**src/hdl/fasmd_pkg.sv**
```systemverilog
// Shared types and constants of the single-precision add/sub/mul/div unit.
package fasmd_pkg;

   // Operation codes
   localparam logic [1:0] OP_ADD = 2'd0;
   localparam logic [1:0] OP_SUB = 2'd1;
   localparam logic [1:0] OP_MUL = 2'd2;
   localparam logic [1:0] OP_DIV = 2'd3;

   // Binary32 bit patterns
   localparam logic [31:0] QNAN_BITS = 32'h7FC0_0000;
   localparam logic [31:0] SIGN_BIT  = 32'h8000_0000;
   localparam logic [30:0] EXP_ALL   = 31'h7F80_0000;

   // Queue depth between the front and the back
   localparam int QUEUE_DEPTH = 4;

   // Quotient bits produced by the divider, one per stage
   localparam int DIV_STEPS = 27;

   typedef struct packed {
      logic [1:0]  operation;
      logic [31:0] operand_a;
      logic [31:0] operand_b;
      logic        last_pair;
   } req_type;

   typedef struct packed {
      logic [31:0] result_value;
      logic        last_result;
   } rsp_type;

   // Classified word handed from the front to the back
   typedef struct packed {
      logic               special;
      logic [31:0]        special_value;
      logic [1:0]         operation;
      logic               sign;
      logic               eff_sub;
      logic signed [9:0]  exp_a;
      logic [23:0]        man_a;
      logic signed [9:0]  exp_b;
      logic [23:0]        man_b;
      logic               last;
   } work_type;

endpackage

```
**src/hdl/fasmd_queue.sv**
```systemverilog
// Short queue of classified words between the front and the back.
module fasmd_queue #(
   parameter int DEPTH = fasmd_pkg::QUEUE_DEPTH
) (
   input  logic                clock,
   input  logic                reset,
   input  logic                push_valid,
   input  fasmd_pkg::work_type push_word,
   output logic                full,
   input  logic                pop_en,
   output logic                pop_valid,
   output fasmd_pkg::work_type pop_word
);

   localparam int PTR_W = (DEPTH > 1) ? $clog2(DEPTH) : 1;
   localparam int CNT_W = $clog2(DEPTH + 1);

   fasmd_pkg::work_type mem_ff [DEPTH];
   logic [PTR_W-1:0] wr_ptr_ff, rd_ptr_ff;
   logic [CNT_W-1:0] count_ff;
   logic             push, pop;

   assign full      = count_ff == CNT_W'(DEPTH);
   assign pop_valid = count_ff != '0;
   assign pop_word  = mem_ff[rd_ptr_ff];
   assign push      = push_valid && !full;
   assign pop       = pop_en && pop_valid;

   // Advance pointers and count
   always_ff @(posedge clock) begin
      if (reset) begin
         wr_ptr_ff <= '0;
         rd_ptr_ff <= '0;
         count_ff  <= '0;
      end else begin
         if (push)
            wr_ptr_ff <= (wr_ptr_ff == PTR_W'(DEPTH - 1)) ? '0 : wr_ptr_ff + 1'b1;
         if (pop)
            rd_ptr_ff <= (rd_ptr_ff == PTR_W'(DEPTH - 1)) ? '0 : rd_ptr_ff + 1'b1;
         if (push && !pop)
            count_ff <= count_ff + 1'b1;
         else if (pop && !push)
            count_ff <= count_ff - 1'b1;
      end
   end

   // Store the pushed word
   always_ff @(posedge clock) begin
      if (push)
         mem_ff[wr_ptr_ff] <= push_word;
   end

endmodule

```
**config.mk**
```make
export PLATFORM = sky130hd
export DESIGN_NAME = fasmd_queue
export DESIGN_NICKNAME = d
export VERILOG_FILES = /design/src/hdl/fasmd_pkg.sv /design/src/hdl/fasmd_queue.sv
export SDC_FILE = /design/constraint.sdc
export NUM_CORES = 1
export LEC_CHECK = 0
export BUFFER_PORTS_ARGS = -buffer_cell sky130_fd_sc_hd__buf_2
export CORE_UTILIZATION = 45
export DETAILED_ROUTE_END_ITERATION = 12
export PLACE_DENSITY_LB_ADDON = 0.15
export SLEW_MARGIN = 20
export SYNTH_ARGS = -nofsm -noshare
export SYNTH_HDL_FRONTEND = slang
export SYNTH_SLANG_ARGS = --single-unit
```
**constraint.sdc**
```tcl
create_clock -name clock -period 3.5 [get_ports clock]
set_clock_uncertainty 0.15 [all_clocks]
set_input_delay 0.175 -clock clock [delete_from_list [all_inputs] [get_ports clock]]
set_output_delay 0.175 -clock clock [all_outputs]
set_load 0.05 [all_outputs]
```
Word level (Yosys, flattened, before mapping)
Memory sizes are Yosys's and may differ from the RTL's. A register that Yosys moved wholly into a read port is not among the register bits.
Cells that the tools add are included.
{ "classes": {"addsub": 4, "eq_ne": 3, "n_mux": 8, "reduce_logical": 9} }
{ "op_table": {"columns": ["cell", "n"], "rows": [
  ["$mux W2", 4],
  ["$mux W3", 2],
  ["$add A2 B1 Y2 const B", 2],
  ["$eq A2 B2 Y1 const B", 2],
  ["$logic_and A1 B1 Y1", 4],
  ["$add A3 B1 Y3 const B", 1],
  ["$eq A3 B3 Y1 const B", 1],
  ["$logic_not A1 Y1", 3],
  ["$reduce_bool A3 Y1", 1],
  ["$sub A3 B1 Y3 const B", 1],
  ["$mux W1", 2],
  ["$reduce_bool A2 Y1", 1]
]} }
{ "word_totals": {"register_bits": 7, "mem_bits_rw": 424, "output_inout_bits": 108, "elab_cells": 28, "n_memories": 1} }
{ "memory_table": {"columns": ["name", "depth", "width", "rd", "rd_clocked_by_memory_dff", "wr", "line", "rtl"], "rows": [
  ["mem_ff", 4, 106, 1, 1, 1, "fasmd_queue.sv:18", "fasmd_pkg::work_type mem_ff [DEPTH];"]
]} }

Depth between registers and ports, before layout
{ "logic_depth": {"depth_word": 7, "ltp_mapped": 10, "mapped_depth_nobuf": 9} }

Worst setup path before layout
Ideal clock, no wire load.
{ "synth_timing": {"path_type": "register to register", "from": "register count_ff[0]", "to": "memory mem_ff[0][0] in the netlist's numbering, enable pin", "arrival_time_ns": 3.172, "slack_ns": -0.300, "stages_incl_launch_ff": 4, "n_path_buf": 1, "path_cell_list": "dfxtp_1 -> or3b_1 -> buf_2 -> and3_1"} }
{ "synth_via": {"elab_chain_len": 5} }
{ "synth_lines": {"columns": ["element", "line", "rtl"], "rows": [
  ["start: declaration", "fasmd_queue.sv:20", "logic [CNT_W-1:0] count_ff;"],
  ["start signal: assignment", "fasmd_queue.sv:41", "count_ff <= count_ff + 1'b1;"],
  ["start signal: assignment", "fasmd_queue.sv:43", "count_ff <= count_ff - 1'b1;"],
  ["$eq A3 B3 Y1", "fasmd_queue.sv:23", "assign full = count_ff == CNT_W'(DEPTH);"],
  ["$logic_not A1 Y1", "fasmd_queue.sv:26", "assign push = push_valid && !full;"],
  ["$logic_and A1 B1 Y1", "fasmd_queue.sv:26", null],
  ["$mux W1", "fasmd_queue.sv:49", "if (push)"],
  ["$mux W1 (not written as such)", "fasmd_queue.sv:50", "mem_ff[wr_ptr_ff] <= push_word;"],
  ["end: declaration", "fasmd_queue.sv:18", null]
]} }
Every way passes these cells.

==> results.rst <==
.. list-table::
   :header-rows: 1

   * - Metric
     - Value
   * - Die outline area
     - 0.0358 mm^2
   * - Proportion of power drawn by flip-flops and latches
     - 0.432
   * - Routed via count
     - 7519
   * - Average routed wire per standard cell
     - 21.0 um
   * - Met2 track demand over resource
     - 0.302
   * - Synthesis-to-layout area growth
     - 25.9%
   * - Global-route wire length before repair
     - 47300 um
   * - Post-route fraction of the period consumed by the critical path
     - 0.774
   * - Path type of the worst setup path
     - flip-flop to output port
   * - Met1 routing resource usage after global routing
     - 0.222
   * - Part of the Yosys area used for sequential elements
     - 0.820
   * - Wirelength, routed
     - 30400 um
   * - Total clock buffers created by CTS
     - 44
   * - Maximum buffer depth of the clock tree
     - 3
   * - Count of different cell masters after synthesis
     - 23
   * - Reg-to-reg slack, setup
     - 0.93 ns
   * - Crit Reg-Reg Startpoint
     - count_ff[0]
   * - Capturing point of the worst reg2reg path
     - count_ff[2]
   * - Final weighted congestion in routability-driven placement
     - 0.719
   * - Unrepaired setup endpoints after global routing
     - false
   * - Multi-input logic area
     - 0.00267 mm^2
   * - Number of instances in the synthesized netlist
     - 604
   * - GR met3 Demand/Resource
     - 0.0428
   * - Setup TNS
     - 0 ns
   * - Netlist Area Pre-Place
     - 0.0158 mm^2
   * - Number of instances on the worst hold path
     - 2
   * - Pwr/cell area
     - 754 mW/mm^2
   * - Number of global-route vias before repair
     - 8462
   * - Busiest grt layer
     - met2
   * - Die outline height
     - 189 um
   * - Synth Area per Inst
     - 26.1 um^2
   * - Clock transition at path regs
     - 0.06 ns
   * - Library cell with the largest summed area after synthesis
     - edfxtp_1
   * - Maximum resistive drop on vdd
     - 0.000488 V
   * - Kind of path behind the tightest hold check
     - primary input to flip-flop
   * - Max transition margin
     - 0.545
   * - Required time of the critical path
     - 3.17 ns
   * - Ant diodes
     - 0
   * - CTS root buffer
     - clkbuf_16
   * - Width of the die
     - 189 um
   * - Critical path fanouts, max
     - 42
   * - Core area
     - 0.0345 mm^2
   * - Resized cells post-CTS
     - 0
   * - Antenna violations before repair
     - 0
   * - Port buffer count
     - 217
   * - Peak clock frequency supported by timing
     - 369 MHz
   * - Start point of the worst hold path
     - push_word[92]
   * - Leading cell types by count after synthesis
     - 424 x edfxtp_1, 106 x mux4_2, 13 x buf_2
   * - Starting density of the core
     - 0.457
   * - Cell Rows
     - 68
   * - Critical path endpoint category
     - output port
   * - Switching part of the total
     - 0.332
   * - Worst hold path endpoint
     - mem_ff[3][92]
   * - First-pass DRT Iterations
     - 4
   * - Final antenna-violating net count
     - 0
   * - Slew of the pin with the lowest slew margin
     - 0.683 ns
   * - R2R depth
     - 9
   * - Net count reported at finish
     - 1083
   * - Leakage power figure
     - 6.71 nW
   * - Final number of setup-violating endpoints
     - 0
   * - Via density per instance
     - 5.18
   * - Final HPWL from detailed placement
     - 17800 um
   * - Post-synth EDFFs
     - 424
   * - Overall routing resource usage
     - 0.175
   * - Clock Latency Late Sink
     - 0.52 ns
   * - Internal power
     - 10.0 mW
   * - Run status
     - completed
   * - Max Slew Vio Count
     - 0
   * - Area used by sequential logic in the layout
     - 0.0129 mm^2
   * - Clock Sink Count
     - 433
   * - Library cell with the highest instance count after synthesis
     - edfxtp_1
   * - Pin count of the biggest net entering global routing
     - 81
   * - Period minus WS final
     - 2.71 ns
   * - CTS HTree Levels
     - 2
   * - Data arrival, critical path
     - 2.38 ns
   * - Number of synthesized register bits
     - 433
   * - Synthesized net count
     - 721
   * - Layout cell share with drive strength beyond 1
     - 0.402
   * - Clock share of power
     - 0.275
   * - CP startpoint kind
     - flip-flop
   * - Total of warnings raised by yosys
     - 0
   * - Fraction of post-synthesis cell area in the top cell type by area
     - 0.808
   * - Count of pins on the block boundary
     - 218
   * - FILL cells
     - 2540
   * - Final routed DRC violation total
     - 0
   * - TritonCTS clock tree
     - built
   * - Hold Fails Final Rpt
     - 0
   * - Cell types with the largest area share after synthesis
     - edfxtp_1 81%, mux4_2 15%, dfxtp_1 1.1%
   * - Final design instance area without fill
     - 0.0198 mm^2
   * - Post-place instance area
     - 0.0175 mm^2
   * - Switching Power
     - 4.96 mW
   * - Logic pwr share
     - 0.293
   * - Aggregate global routing overflow
     - 0
   * - Detailed Route Iter0 Violations
     - 350
   * - Number of max-cap violations
     - 0
   * - Async SR Flop Fraction
     - 0
   * - Top FF cell, synth
     - edfxtp_1
sequential cells by signal, indices dropped and copies added (netlist names), named ones only:
signal and cells:
rd_ptr_ff 2, mem_ff 424, count_ff 3, wr_ptr_ff 2
area by class of cell:
cell class / instances / share of cell area
clock buffer: 56 / 0.0594
clock inverter: 21 / 0.00461
inverter: 5 / 0.00101
multi-input combinational: 140 / 0.134
sequential: 433 / 0.651
tap: 455 / 0.0287
timing repair buffer: 342 / 0.120
worst max path at each step:
stage                           start           end  slack (ns)
final                       flip-flop  pop_word[57]        0.79
after global routing        flip-flop  pop_word[32]        0.62
after CTS                   flip-flop  pop_word[32]        0.70
after detailed placement  count_ff[0]   count_ff[2]        0.96
after global placement    count_ff[0]   count_ff[2]        1.17
after floorplan           count_ff[0]  mem_ff[0][0]        0.90
power groups by stage:
stage | combinational [mW] | clock, mW | sequential (mW)
floorplan | 3.42 | 0 | 6.47
global placement | 4.30 | 0 | 6.54
detailed placement | 4.34 | 0 | 6.59
CTS | 4.46 | 4.23 | 6.48
global route | 4.61 | 4.43 | 6.52
finish | 4.39 | 4.11 | 6.46
kinds of logic (layout without fill, tap and decap cells):
family | Yosys count | count (layout) | share of synthesized area
adders and majority gates | 7 | 7 | 0.00604
DFF | 433 | 433 | 0.820
xor gates and xnor gates | 2 | 2 | 0.00111
and+or+nand+nor | 16 | 16 | 0.00548
AOI/OAI and AO/OA | 7 | 7 | 0.00254
buffers and inverters | 31 | 424 | 0.0125
muxes | 108 | 108 | 0.153
metrics by stage:
stage | hold WS (ns) | util | instances | total power, mW | setup WS (ns)
global route | 0.237 | 0.576 | 1452 | 15.6 | 0.624
detailed placement | 0.239 | 0.507 | 1265 | 10.9 | 0.958
finish | 0.248 | 0.576 | 1452 | 15.0 | 0.792
CTS | 0.223 | 0.576 | 1452 | 15.2 | 0.697
global placement | 0.233 | 0.507 | 1265 | 10.8 | 1.17
floorplan | 0.124 | - | 604 | 9.89 | 0.899
layout by cell type (no fill, tap or decap):
cell / netlist / layout
nor2_1: 4 / 4
fa_1: 1 / 1
xor2_1: 2 / 2
nand2_1: 1 / 1
buf_2: 13 / 217
clkinv_1: 0 / 11
o31ai_1: 2 / 2
mux2i_1: 2 / 2
dfxtp_1: 9 / 7
ha_1: 6 / 6
buf_4: 0 / 8
and3_4: 0 / 4
inv_1: 4 / 4
dlygate4sd3_1: 0 / 110
or3_1: 3 / 3
o21ai_0: 2 / 2
mux4_2: 106 / 106
dfxtp_4: 0 / 2
clkinv_2: 1 / 11
or3b_1: 1 / 1
edfxtp_1: 424 / 424
buf_12: 0 / 7
clkbuf_1: 7 / 10
nor3_1: 1 / 1
clkbuf_8: 0 / 1
a21oi_1: 3 / 3
nand3_1: 2 / 2
clkbuf_16: 0 / 45
worst max-delay path, cell delays in order (launching register included):
cell and delay, ns:
dfxtp_4 0.61, buf_12 0.37, mux4_2 0.58, buf_2 0.23
layer usage:
metal,part of all wire,wire (um)
met1,0.40,12300
met2,0.51,15600
met4,0.018,559
met3,0.064,1940
met5,0,0
what timing repair did:
item                      CTS  global route
buffers inserted            0             0
hold endpoints to repair  433             0
hold buffers              110             0
Note: power is estimated with default switching activity, not from simulation.
